File: src/design/multi_arena_bump_allocator_core_defines.svh
// Assertion helpers shared by the allocator core.
`ifndef MULTI_ARENA_BUMP_ALLOCATOR_CORE_DEFINES_SVH
`define MULTI_ARENA_BUMP_ALLOCATOR_CORE_DEFINES_SVH

// The consequent must hold in the same cycle as the antecedent.
`define MAB_ASSERT_SAME(label, ante, cons, msg) \
    label: assert property (@(posedge clk) disable iff (!rst_n) (ante) |-> (cons)) \
        else $error(msg);

// The consequent must hold in the cycle after the antecedent.
`define MAB_ASSERT_NEXT(label, ante, cons, msg) \
    label: assert property (@(posedge clk) disable iff (!rst_n) (ante) |=> (cons)) \
        else $error(msg);

`endif

File: src/design/mab_pkg.sv
package mab_pkg;

    localparam int MAX_ARENAS_DEF          = 8;
    localparam int PAGE_BYTES_DEF          = 4096;
    localparam int DEFAULT_ARENA_BYTES_DEF = 65536;

    localparam int SIZE_W  = 32;
    localparam int TOTAL_W = 36;
    localparam int IDX_W   = 3;

    typedef enum logic [1:0] {
        OP_ALLOC  = 2'd0,
        OP_CLEAR  = 2'd1,
        OP_REPORT = 2'd2
    } op_t;

    typedef enum logic [1:0] {
        CFG_MAX_ARENAS  = 2'd0,
        CFG_NEW_SIZE    = 2'd1,
        CFG_START_SIZE  = 2'd2,
        CFG_KEEP_CHAIN  = 2'd3
    } cfg_idx_t;

    // Operation selected on the shared step unit.
    typedef enum logic [1:0] {
        MODE_FIT   = 2'd0,
        MODE_ACC   = 2'd1,
        MODE_QUOT  = 2'd2,
        MODE_ALIGN = 2'd3
    } step_mode_t;

endpackage

File: src/design/mab_ram.sv
module mab_ram
    #(
        parameter int WIDTH = 32,
        parameter int DEPTH = 8
    )
    (
        input  logic                                    clk,
        input  logic                                    we,
        input  logic [(DEPTH > 1 ? $clog2(DEPTH) : 1)-1:0] waddr,
        input  logic [WIDTH-1:0]                        wdata,
        input  logic [(DEPTH > 1 ? $clog2(DEPTH) : 1)-1:0] raddr,
        output logic [WIDTH-1:0]                        rdata
    );

    logic [WIDTH-1:0] mem [DEPTH];

    always_ff @(posedge clk)
    begin
        if (we)
        begin
            mem[waddr] <= wdata;
        end
        rdata <= mem[raddr];
    end

endmodule

File: src/design/mab_step.sv
module mab_step
    import mab_pkg::*;
    #(
        parameter int PAGE_BYTES = PAGE_BYTES_DEF
    )
    (
        input  step_mode_t                     mode,
        input  logic [SIZE_W-1:0]              a,
        input  logic [SIZE_W-1:0]              b,
        input  logic [SIZE_W-1:0]              c,
        input  logic [TOTAL_W-1:0]             used_acc,
        input  logic [TOTAL_W-1:0]             free_acc,
        input  logic [SIZE_W-1:0]              quot_in,
        output logic [SIZE_W-1:0]              sum,
        output logic                           fit,
        output logic [TOTAL_W-1:0]             used_nxt,
        output logic [TOTAL_W-1:0]             free_nxt,
        output logic [SIZE_W-1:0]              quot_nxt,
        output logic [SIZE_W-1:0]              aligned
    );

    // Scaled reciprocal of the page size. The top bits of the product with any
    // 32-bit dividend give the exact quotient.
    localparam int LG = $clog2(PAGE_BYTES);
    localparam int QW = 2 * SIZE_W + 1;
    localparam int PW = $clog2(PAGE_BYTES + 1);
    localparam int AW = SIZE_W + 1 + PW;
    localparam longint unsigned RECIP_VAL =
        ((64'd1 << (SIZE_W + LG)) + 64'(PAGE_BYTES) - 64'd1) / 64'(PAGE_BYTES);
    localparam logic [SIZE_W:0] RECIP = (SIZE_W+1)'(RECIP_VAL);
    localparam longint unsigned CLAMP = (64'hFFFF_FFFF / PAGE_BYTES) * PAGE_BYTES;
    localparam logic [SIZE_W-1:0] CLAMP32 = SIZE_W'(CLAMP);

    logic [SIZE_W:0]    fit_sum;
    logic [TOTAL_W:0]   used_sum;
    logic [TOTAL_W:0]   free_sum;
    logic [SIZE_W-1:0]  room;
    logic [QW-1:0]      quot_prod;
    logic [AW-1:0]      round_prod;

    always_comb
    begin
        sum        = '0;
        fit        = 1'b0;
        used_nxt   = used_acc;
        free_nxt   = free_acc;
        quot_nxt   = quot_in;
        aligned    = '0;
        fit_sum    = '0;
        used_sum   = '0;
        free_sum   = '0;
        room       = '0;
        quot_prod  = '0;
        round_prod = '0;
        unique case (mode)
            MODE_FIT:
            begin
                fit_sum = {1'b0, a} + {1'b0, b};
                sum     = fit_sum[SIZE_W-1:0];
                fit     = fit_sum <= {1'b0, c};
            end
            MODE_ACC:
            begin
                // An arena filled past its capacity adds nothing to the free total.
                room     = (c > a) ? (c - a) : '0;
                used_sum = (TOTAL_W+1)'(used_acc) + (TOTAL_W+1)'(a);
                free_sum = (TOTAL_W+1)'(free_acc) + (TOTAL_W+1)'(room);
                used_nxt = used_sum[TOTAL_W] ? '1 : used_sum[TOTAL_W-1:0];
                free_nxt = free_sum[TOTAL_W] ? '1 : free_sum[TOTAL_W-1:0];
            end
            MODE_QUOT:
            begin
                // Quotient of (size - 1) by the page size; the size is never zero,
                // so one more than this quotient counts the pages that cover it.
                quot_prod = QW'(a - SIZE_W'(1)) * QW'(RECIP);
                quot_nxt  = SIZE_W'(quot_prod >> (SIZE_W + LG));
            end
            MODE_ALIGN:
            begin
                round_prod = (AW'(quot_in) + AW'(1)) * AW'(PAGE_BYTES);
                aligned    = (round_prod > AW'(64'hFFFF_FFFF)) ?
                             CLAMP32 : round_prod[SIZE_W-1:0];
            end
            default:
            begin
                sum = '0;
            end
        endcase
    end

endmodule

File: src/design/multi_arena_bump_allocator_core.sv
// Channel   Dir  Payload (lowest bit first)
// s_axis    in   op[1:0], request_size[33:2], zero pad to 40 bits
// m_axis    out  granted[0], arena_index[3:1], block_offset[35:4],
//                used_total[71:36], free_total[107:72], zero pad to 112 bits
// cfg       in   cfg_we, cfg_index (register number), cfg_data (32 bits)
//
// An allocate walks the arenas first fit; the walk visits one arena per cycle
// through the registered RAM read. Opening a new arena goes through the page
// quotient, the alignment of the size and a try of the new arena, in that order.
// Report walks every arena, as does an allocate that misses them all; clear,
// zero-size allocate and unknown op go straight to the result.
// Reset is immediate: per-arena valid bits make every fill read as zero.
// A result waits in the output register while m_axis stalls; a new request is
// taken only once the block is back in idle.
`include "multi_arena_bump_allocator_core_defines.svh"

module multi_arena_bump_allocator_core
    import mab_pkg::*;
    #(
        parameter int MAX_ARENAS          = MAX_ARENAS_DEF,
        parameter int PAGE_BYTES          = PAGE_BYTES_DEF,
        parameter int DEFAULT_ARENA_BYTES = DEFAULT_ARENA_BYTES_DEF
    )
    (
        input  logic         clk,
        input  logic         rst_n,
        input  logic         s_axis_tvalid,
        output logic         s_axis_tready,
        input  logic [39:0]  s_axis_tdata,   // op, request_size
        output logic         m_axis_tvalid,
        input  logic         m_axis_tready,
        output logic [111:0] m_axis_tdata,   // granted, arena_index, block_offset,
                                             // used_total, free_total
        input  logic         cfg_we,
        input  logic [1:0]   cfg_index,
        input  logic [31:0]  cfg_data
    );

    localparam int IW        = (MAX_ARENAS > 1) ? $clog2(MAX_ARENAS) : 1;
    localparam int CW        = $clog2(MAX_ARENAS + 1);
    localparam int DEPTH     = 1 << IW;
    localparam logic [SIZE_W-1:0] DEFAULT_SIZE = SIZE_W'(DEFAULT_ARENA_BYTES);

    // One-hot sequencer states.
    typedef enum logic [5:0] {
        S_IDLE = 6'b000001,
        S_WALK = 6'b000010,
        S_QUOT = 6'b000100,
        S_GROW = 6'b001000,
        S_TRY  = 6'b010000,
        S_DONE = 6'b100000
    } state_t;

    state_t state_reg, state_next;

    // Configuration.
    logic [3:0]         max_arenas_reg, max_arenas_next;
    logic [SIZE_W-1:0]  new_size_reg, new_size_next;
    logic [SIZE_W-1:0]  cap0_reg, cap0_next;
    logic               keep_reg, keep_next;

    // Arena chain bookkeeping.
    logic [CW-1:0]      cnt_reg, cnt_next;
    logic [DEPTH-1:0]   valid_reg, valid_next;

    // Work registers of the current request.
    op_t                op_reg, op_next;
    logic [SIZE_W-1:0]  sz_reg, sz_next;
    logic [IW-1:0]      ev_idx_reg, ev_idx_next;
    logic [TOTAL_W-1:0] used_reg, used_next;
    logic [TOTAL_W-1:0] free_reg, free_next;
    logic [SIZE_W-1:0]  quot_reg, quot_next;
    logic [SIZE_W-1:0]  new_cap_reg, new_cap_next;

    // Finished result waiting for the output register.
    logic               res_granted_reg, res_granted_next;
    logic [IDX_W-1:0]   res_idx_reg, res_idx_next;
    logic [SIZE_W-1:0]  res_off_reg, res_off_next;
    logic [TOTAL_W-1:0] res_used_reg, res_used_next;
    logic [TOTAL_W-1:0] res_free_reg, res_free_next;

    // Output register.
    logic               out_valid_reg, out_valid_next;
    logic               out_granted_reg, out_granted_next;
    logic [IDX_W-1:0]   out_idx_reg, out_idx_next;
    logic [SIZE_W-1:0]  out_off_reg, out_off_next;
    logic [TOTAL_W-1:0] out_used_reg, out_used_next;
    logic [TOTAL_W-1:0] out_free_reg, out_free_next;

    logic [1:0]         in_op;
    logic [SIZE_W-1:0]  in_size;
    logic [SIZE_W-1:0]  want;
    logic [IW-1:0]      rd_addr;
    logic [SIZE_W-1:0]  fill_rd;
    logic [SIZE_W-1:0]  cap_rd;
    logic [SIZE_W-1:0]  cur_fill;
    logic [SIZE_W-1:0]  cur_cap;
    logic               is_last;
    logic               can_grow;
    logic               fill_we;
    logic               cap_we;

    step_mode_t         st_mode;
    logic [SIZE_W-1:0]  st_a;
    logic [SIZE_W-1:0]  st_b;
    logic [SIZE_W-1:0]  st_c;
    logic [SIZE_W-1:0]  st_sum;
    logic               st_fit;
    logic [TOTAL_W-1:0] st_used;
    logic [TOTAL_W-1:0] st_free;
    logic [SIZE_W-1:0]  st_quot;
    logic [SIZE_W-1:0]  st_aligned;

    assign in_op   = s_axis_tdata[1:0];
    assign in_size = s_axis_tdata[33:2];

    assign s_axis_tready = (state_reg == S_IDLE);
    assign m_axis_tvalid = out_valid_reg;
    assign m_axis_tdata  = {4'b0, out_free_reg, out_used_reg, out_off_reg,
                            out_idx_reg, out_granted_reg};

    // Size of an added arena before page rounding.
    assign want = (new_size_reg == '0) ? DEFAULT_SIZE : new_size_reg;

    // The walk reads one arena ahead so that each cycle evaluates a new arena.
    assign rd_addr = (state_reg == S_IDLE) ? '0 : ev_idx_reg + IW'(1);

    // Arena 0's capacity lives in a register since configuration rewrites it
    // directly. A fill whose valid bit is clear reads as zero (reset, clear, or a missed new arena).
    assign cur_cap  = (ev_idx_reg == '0) ? cap0_reg : cap_rd;
    assign cur_fill = valid_reg[ev_idx_reg] ? fill_rd : '0;

    assign is_last  = (CW'(ev_idx_reg) + CW'(1)) == cnt_reg;
    assign can_grow = (32'(cnt_reg) < 32'(max_arenas_reg)) &&
                      (cnt_reg < CW'(MAX_ARENAS));

    mab_ram
        #(
            .WIDTH (SIZE_W),
            .DEPTH (DEPTH)
        )
        u_fill_ram
        (
            .clk   (clk),
            .we    (fill_we),
            .waddr (ev_idx_reg),
            .wdata (st_sum),
            .raddr (rd_addr),
            .rdata (fill_rd)
        );

    mab_ram
        #(
            .WIDTH (SIZE_W),
            .DEPTH (DEPTH)
        )
        u_cap_ram
        (
            .clk   (clk),
            .we    (cap_we),
            .waddr (ev_idx_reg),
            .wdata (new_cap_reg),
            .raddr (rd_addr),
            .rdata (cap_rd)
        );

    mab_step
        #(
            .PAGE_BYTES (PAGE_BYTES)
        )
        u_step
        (
            .mode     (st_mode),
            .a        (st_a),
            .b        (st_b),
            .c        (st_c),
            .used_acc (used_reg),
            .free_acc (free_reg),
            .quot_in  (quot_reg),
            .sum      (st_sum),
            .fit      (st_fit),
            .used_nxt (st_used),
            .free_nxt (st_free),
            .quot_nxt (st_quot),
            .aligned  (st_aligned)
        );

    always_comb
    begin
        state_next       = state_reg;
        max_arenas_next  = max_arenas_reg;
        new_size_next    = new_size_reg;
        cap0_next        = cap0_reg;
        keep_next        = keep_reg;
        cnt_next         = cnt_reg;
        valid_next       = valid_reg;
        op_next          = op_reg;
        sz_next          = sz_reg;
        ev_idx_next      = ev_idx_reg;
        used_next        = used_reg;
        free_next        = free_reg;
        quot_next        = quot_reg;
        new_cap_next     = new_cap_reg;
        res_granted_next = res_granted_reg;
        res_idx_next     = res_idx_reg;
        res_off_next     = res_off_reg;
        res_used_next    = res_used_reg;
        res_free_next    = res_free_reg;
        out_valid_next   = out_valid_reg;
        out_granted_next = out_granted_reg;
        out_idx_next     = out_idx_reg;
        out_off_next     = out_off_reg;
        out_used_next    = out_used_reg;
        out_free_next    = out_free_reg;
        fill_we          = 1'b0;
        cap_we           = 1'b0;
        st_mode          = MODE_FIT;
        st_a             = '0;
        st_b             = sz_reg;
        st_c             = '0;

        // Configuration writes must arrive only while the block is idle; the block does not enforce this.
        if (cfg_we)
        begin
            unique case (cfg_idx_t'(cfg_index))
                CFG_MAX_ARENAS: max_arenas_next = cfg_data[3:0];
                CFG_NEW_SIZE:   new_size_next   = cfg_data;
                CFG_START_SIZE: cap0_next = (cfg_data == '0) ? DEFAULT_SIZE : cfg_data;
                CFG_KEEP_CHAIN: keep_next = cfg_data[0];
                default:        keep_next = keep_reg;
            endcase
        end

        if (out_valid_reg && m_axis_tready)
        begin
            out_valid_next = 1'b0;
        end

        unique case (state_reg)
            S_IDLE:
            begin
                if (s_axis_tvalid)
                begin
                    op_next          = op_t'(in_op);
                    sz_next          = in_size;
                    ev_idx_next      = '0;
                    used_next        = '0;
                    free_next        = '0;
                    res_granted_next = 1'b0;
                    res_idx_next     = '0;
                    res_off_next     = '0;
                    res_used_next    = '0;
                    res_free_next    = '0;
                    unique case (in_op)
                        OP_ALLOC:
                        begin
                            // A zero-size request fails at once and opens nothing.
                            state_next = (in_size != '0) ? S_WALK : S_DONE;
                        end
                        OP_CLEAR:
                        begin
                            valid_next       = '0;
                            res_granted_next = 1'b1;
                            if (!keep_reg)
                            begin
                                cnt_next = CW'(1);
                            end
                            state_next = S_DONE;
                        end
                        OP_REPORT:
                        begin
                            state_next = S_WALK;
                        end
                        default:
                        begin
                            state_next = S_DONE;
                        end
                    endcase
                end
            end

            S_WALK:
            begin
                st_a = cur_fill;
                st_c = cur_cap;
                if (op_reg == OP_REPORT)
                begin
                    st_mode   = MODE_ACC;
                    used_next = st_used;
                    free_next = st_free;
                    if (is_last)
                    begin
                        res_granted_next = 1'b1;
                        res_used_next    = st_used;
                        res_free_next    = st_free;
                        state_next       = S_DONE;
                    end
                    else
                    begin
                        ev_idx_next = ev_idx_reg + IW'(1);
                    end
                end
                else
                begin
                    st_mode = MODE_FIT;
                    if (st_fit)
                    begin
                        fill_we                = 1'b1;
                        valid_next[ev_idx_reg] = 1'b1;
                        res_granted_next       = 1'b1;
                        res_idx_next           = IDX_W'(ev_idx_reg);
                        res_off_next           = cur_fill;
                        state_next             = S_DONE;
                    end
                    else if (!is_last)
                    begin
                        ev_idx_next = ev_idx_reg + IW'(1);
                    end
                    else if (can_grow)
                    begin
                        state_next = S_QUOT;
                    end
                    else
                    begin
                        state_next = S_DONE;
                    end
                end
            end

            S_QUOT:
            begin
                // Page quotient of the wanted size minus one, by reciprocal multiplication.
                st_mode   = MODE_QUOT;
                st_a      = want;
                quot_next = st_quot;
                state_next = S_GROW;
            end

            S_GROW:
            begin
                st_mode      = MODE_ALIGN;
                new_cap_next = st_aligned;
                ev_idx_next  = IW'(cnt_reg);
                state_next   = S_TRY;
            end

            S_TRY:
            begin
                // The new arena stays counted even when the request misses it.
                st_mode  = MODE_FIT;
                st_a     = '0;
                st_c     = new_cap_reg;
                cap_we   = 1'b1;
                cnt_next = cnt_reg + CW'(1);
                if (st_fit)
                begin
                    fill_we                = 1'b1;
                    valid_next[ev_idx_reg] = 1'b1;
                    res_granted_next       = 1'b1;
                    res_idx_next           = IDX_W'(ev_idx_reg);
                    res_off_next           = '0;
                end
                else
                begin
                    valid_next[ev_idx_reg] = 1'b0;
                end
                state_next = S_DONE;
            end

            S_DONE:
            begin
                if (!out_valid_reg || m_axis_tready)
                begin
                    out_valid_next   = 1'b1;
                    out_granted_next = res_granted_reg;
                    out_idx_next     = res_idx_reg;
                    out_off_next     = res_off_reg;
                    out_used_next    = res_used_reg;
                    out_free_next    = res_free_reg;
                    state_next       = S_IDLE;
                end
            end

            default:
            begin
                state_next = S_IDLE;
            end
        endcase
    end

    always_ff @(posedge clk or negedge rst_n)
    begin
        if (!rst_n)
        begin
            state_reg      <= S_IDLE;
            max_arenas_reg <= '0;
            new_size_reg   <= '0;
            cap0_reg       <= DEFAULT_SIZE;
            keep_reg       <= 1'b0;
            cnt_reg        <= CW'(1);
            valid_reg      <= '0;
            out_valid_reg  <= 1'b0;
        end
        else
        begin
            state_reg      <= state_next;
            max_arenas_reg <= max_arenas_next;
            new_size_reg   <= new_size_next;
            cap0_reg       <= cap0_next;
            keep_reg       <= keep_next;
            cnt_reg        <= cnt_next;
            valid_reg      <= valid_next;
            out_valid_reg  <= out_valid_next;
        end
    end

    always_ff @(posedge clk)
    begin
        op_reg          <= op_next;
        sz_reg          <= sz_next;
        ev_idx_reg      <= ev_idx_next;
        used_reg        <= used_next;
        free_reg        <= free_next;
        quot_reg        <= quot_next;
        new_cap_reg     <= new_cap_next;
        res_granted_reg <= res_granted_next;
        res_idx_reg     <= res_idx_next;
        res_off_reg     <= res_off_next;
        res_used_reg    <= res_used_next;
        res_free_reg    <= res_free_next;
        out_granted_reg <= out_granted_next;
        out_idx_reg     <= out_idx_next;
        out_off_reg     <= out_off_next;
        out_used_reg    <= out_used_next;
        out_free_reg    <= out_free_next;
    end

    // The chain always holds at least the start arena and never exceeds MAX_ARENAS.
    `MAB_ASSERT_SAME(a_count_range, 1'b1, (cnt_reg != '0) && (cnt_reg <= CW'(MAX_ARENAS)), "arena count out of range")
    // A fill update always finishes the request.
    `MAB_ASSERT_NEXT(a_fill_ends_request, fill_we, state_reg == S_DONE, "fill written but request still running")
    // Trying a new arena adds exactly one arena to the chain.
    `MAB_ASSERT_NEXT(a_grow_by_one, state_reg == S_TRY, cnt_reg == $past(cnt_reg) + CW'(1), "arena count did not grow by one")

endmodule

File: config.mk
export PLATFORM = sky130hd
export DESIGN_NAME = multi_arena_bump_allocator_core
export DESIGN_NICKNAME = d
export VERILOG_FILES = /design/src/design/mab_pkg.sv /design/src/design/mab_ram.sv /design/src/design/mab_step.sv /design/src/design/multi_arena_bump_allocator_core.sv
export VERILOG_INCLUDE_DIRS = /design/src /design/src/design
export SDC_FILE = /design/constraint.sdc
export NUM_CORES = 1
export LEC_CHECK = 0
export ABC_CLOCK_PERIOD_IN_PS = 8800
export BUFFER_PORTS_ARGS = -buffer_cell sky130_fd_sc_hd__buf_4
export CAP_MARGIN = 20
export CORE_MARGIN = 3
export CORE_UTILIZATION = 57
export DETAILED_ROUTE_END_ITERATION = 8
export PLACE_DENSITY = 0.77
export SKIP_LAST_GASP = 1
export SYNTH_ARGS = -nofsm -noshare
export SYNTH_HDL_FRONTEND = slang
export SYNTH_HIERARCHICAL = 1
export SYNTH_SLANG_ARGS = --single-unit
File: constraint.sdc
create_clock -name clk -period 8.8 [get_ports clk]
set_input_delay 0.44 -clock clk [delete_from_list [all_inputs] [get_ports clk]]
set_output_delay 0.44 -clock clk [all_outputs]
set_load 0.02 [all_outputs]
==> flow_summary.toml <==
[layout]
drive_gt1_frac = 0.185
finalInstanceArea_um2 = 55500
fin_nets = 3846
final_common_cell = "edfxtp_1"
syn2layout_area_growth_pct = 14.3
mostFrequentLayoutCells = "edfxtp_1, buf_4, nand2_1, ha_1, nor2_1"
n_fill_cell = 5828
stdcell_count = 4827
reg_top3 = "u_cap_ram/mem (256), u_fill_ram/mem (256)"
finalCoreUtilization = 0.660

[placed_design]
dp_slack_ps = 558
gp_congestion = 0.924
dp_cells = 4585
dpl.hpwl_um = 81800
post_dp_cell_area_um2 = 51400
numPortBuffers = 182

[floorplan]
dieWidth_um = 298
io_pins = 193
coreArea_um2 = 84100
fp-row-count = 106
start_util = 0.578
die_y_um = 298
die_area_um2 = 88700

[route]
ant_nets = 0
viasPerCell = 6.26
drc = 0
wl_per_cell_um = 25.6
vias = 30237
first_pass_iters = 5
wl_um = 123000
drtIter0Drc = 3304

[cts]
cts_max_path_buffers = 3
htree_levels = 3
cts_tree = "yes"
cts.sinks = 1053
cts-root-buf = "clkbuf_16"
clk_pin_slew_ps = 60
cts_buffers = 104
insertion_delay_ps = 680

[setup_path]
startpoint = "ev_idx_reg[1]$_DFFE_PP_"
cp-start-kind = "flop"
worst-r2r-setup-slack_ps = 510
critPathMaxStageDelay_ps = 580
path_common_cell = "buf_4"
critPathCaptureType = "flop"
cp_slowest_cell = "a41oi_1"
r2r_end = "u_fill_ram/mem[4][13]$_DFFE_PP_"
path_class = "reg -> reg"
rr_startpoint = "ev_idx_reg[1]$_DFFE_PP_"
r2r_cells = 28
arrival_ps = 8590
path_max_fanout = 32
cp.required_ps = 9100

[global_routing]
antenna_found_initial = 8
grtUsageTotal = 0.273
grt_start_max_net_pins = 129
first_global_vias = 29145
overflow = 0
grt_pass1_wl_um = 182000

[sta]
finalWorstSetupSlack_ps = 506
worst_pin_slew_ps = 1180
timing.fmax_mhz = 121
setup_viol = 0
min_period_over_period = 0.943
layout_min_cycle_time_ps = 8290
drv_slew = 0
slew_headroom = 0.214
tns_ps = 0
finalHoldViolations = 0
grt_setup_unrepaired = "no"
finalClockSkew_ps = 49.3

[outcome]
outcome = "finished clean"

[power]
swShare = 0.342
vdd_drop_max_mv = 0.448
power_density_nw_per_um2 = 331
p_leak_nw = 20.8
p_sw_w = 0.00629
clockPowerShare = 0.257
pwr-share-seq = 0.378
comb_power_share = 0.366
p_int_w = 0.0121

[synthesis]
syn_area_per_cell_um2 = 14.6
seq_area_frac_synth = 0.629
syn_inst = 3326
synthArstFlopShare = 0.0836
yosys.area.top_type_share = 0.557
yosys_warnings = 6
synth-seq-cells = 1053
netlist.top_cell.by_area = "edfxtp_1"
syn-cell-area_um2 = 48600
synth_top_flop_cell = "edfxtp_1"
synth-edff-count = 901
synth.area.top_cells = "edfxtp_1, dfrtp_1, mux4_1"
ys_types = 93

[min_path]
worstHoldStart = "cfg_data[20]"
hold-path-endpoint = "cap0_reg[20]$_DFFE_PN0P_"
hold_path_depth = 2
hold_path_class = "in -> reg"

[job]
cap_violations = 0
## how the worst max path moves through the flow
stage	endpoint	slack, ps	cells after the start
finish	u_fill_ram/mem[4][13]$_DFFE_PP_	510	28
global route	u_fill_ram/mem[4][14]$_DFFE_PP_	110	26
CTS	res_free_reg[25]$_DFFE_PP_	490	29
detailed placement	res_free_reg[14]$_DFFE_PP_	560	29
global placement	res_free_reg[2]$_DFFE_PP_	740	29
floorplan	u_fill_ram/mem[6][0]$_DFFE_PP_	570	26
## cell type report
type                       count  area, um^2  area share
timing repair buffer         295        2330      0.0420
clock buffer                 129        2810      0.0506
clock inverter                67         895      0.0161
sequential                  1053       30500       0.550
multi-input combinational   2037       17100       0.308
antenna                        7        17.5    0.000316
inverter                     105         394     0.00710
tap                         1134        1420      0.0256
## worst max-delay path, delay by kind of cell, from the launching register on
family / cells / cell delay, ps
AOI/OAI and AO/OA: 14 / 3420
xor gates and xnor gates: 1 / 390
adders and majority gates: 2 / 780
buffers and inverters: 4 / 1220
DFF: 1 / 570
and+or+nand+nor: 7 / 1460
## power by group through the flow
stage	Clock [W]	Combinational, W	Sequential, W
6_report	0.00472	0.00671	0.00693
5_1_grt	0.00498	0.00722	0.00698
4_1_cts	0.00478	0.00664	0.00694
3_5_place_dp	0	0.00657	0.00702
3_3_place_gp	0	0.00646	0.00702
2_1_floorplan	0	0.00487	0.00688
## metrics by stage
step	total power, W	hold slack (ps)
finish	0.0184	35.8
global route	0.0192	22.2
CTS	0.0184	0.730
detailed placement	0.0136	385
global placement	0.0135	385
floorplan	0.0117	144
## metal layers
metal	vias up	routed length (um)	track usage	share of wire
met5	-	38	0	0.00031
met4	6	5220	0.110	0.042
met3	286	10600	0.0478	0.086
met2	1493	57700	0.432	0.47
met1	15031	49800	0.382	0.40
li1	13421	-	-	-
## synth_stat cells, types with 75 or more instances
| cell | count |
|---|---|
| and2_1 | 132 |
| edfxtp_1 | 901 |
| a21o_1 | 75 |
| nand2_1 | 172 |
| nor2_1 | 168 |
| mux4_1 | 80 |
| ha_1 | 167 |
| o21ai_0 | 128 |
| xnor2_1 | 92 |
| dfrtp_1 | 85 |
| mux2_2 | 134 |
| inv_1 | 103 |
| a21oi_1 | 143 |
## logic make-up after synthesis
family	after synthesis	synth area share
compound gates	619	0.0855
xor+xnor	154	0.0281
fa+ha+maj	171	0.0447
buf+inv	250	0.0244
flops	1053	0.629
mux	302	0.105
other cells	2	0.000155
simple gates	775	0.0834
## repair_timing
item	in CTS	in global routing
gates resized for setup	0	1
hold buffers	36	0
endpoints found under the setup margin	0	96
buffers inserted	0	2
endpoints found under the hold margin	57	0
No activity file was read; power rests on OpenSTA's default activity.
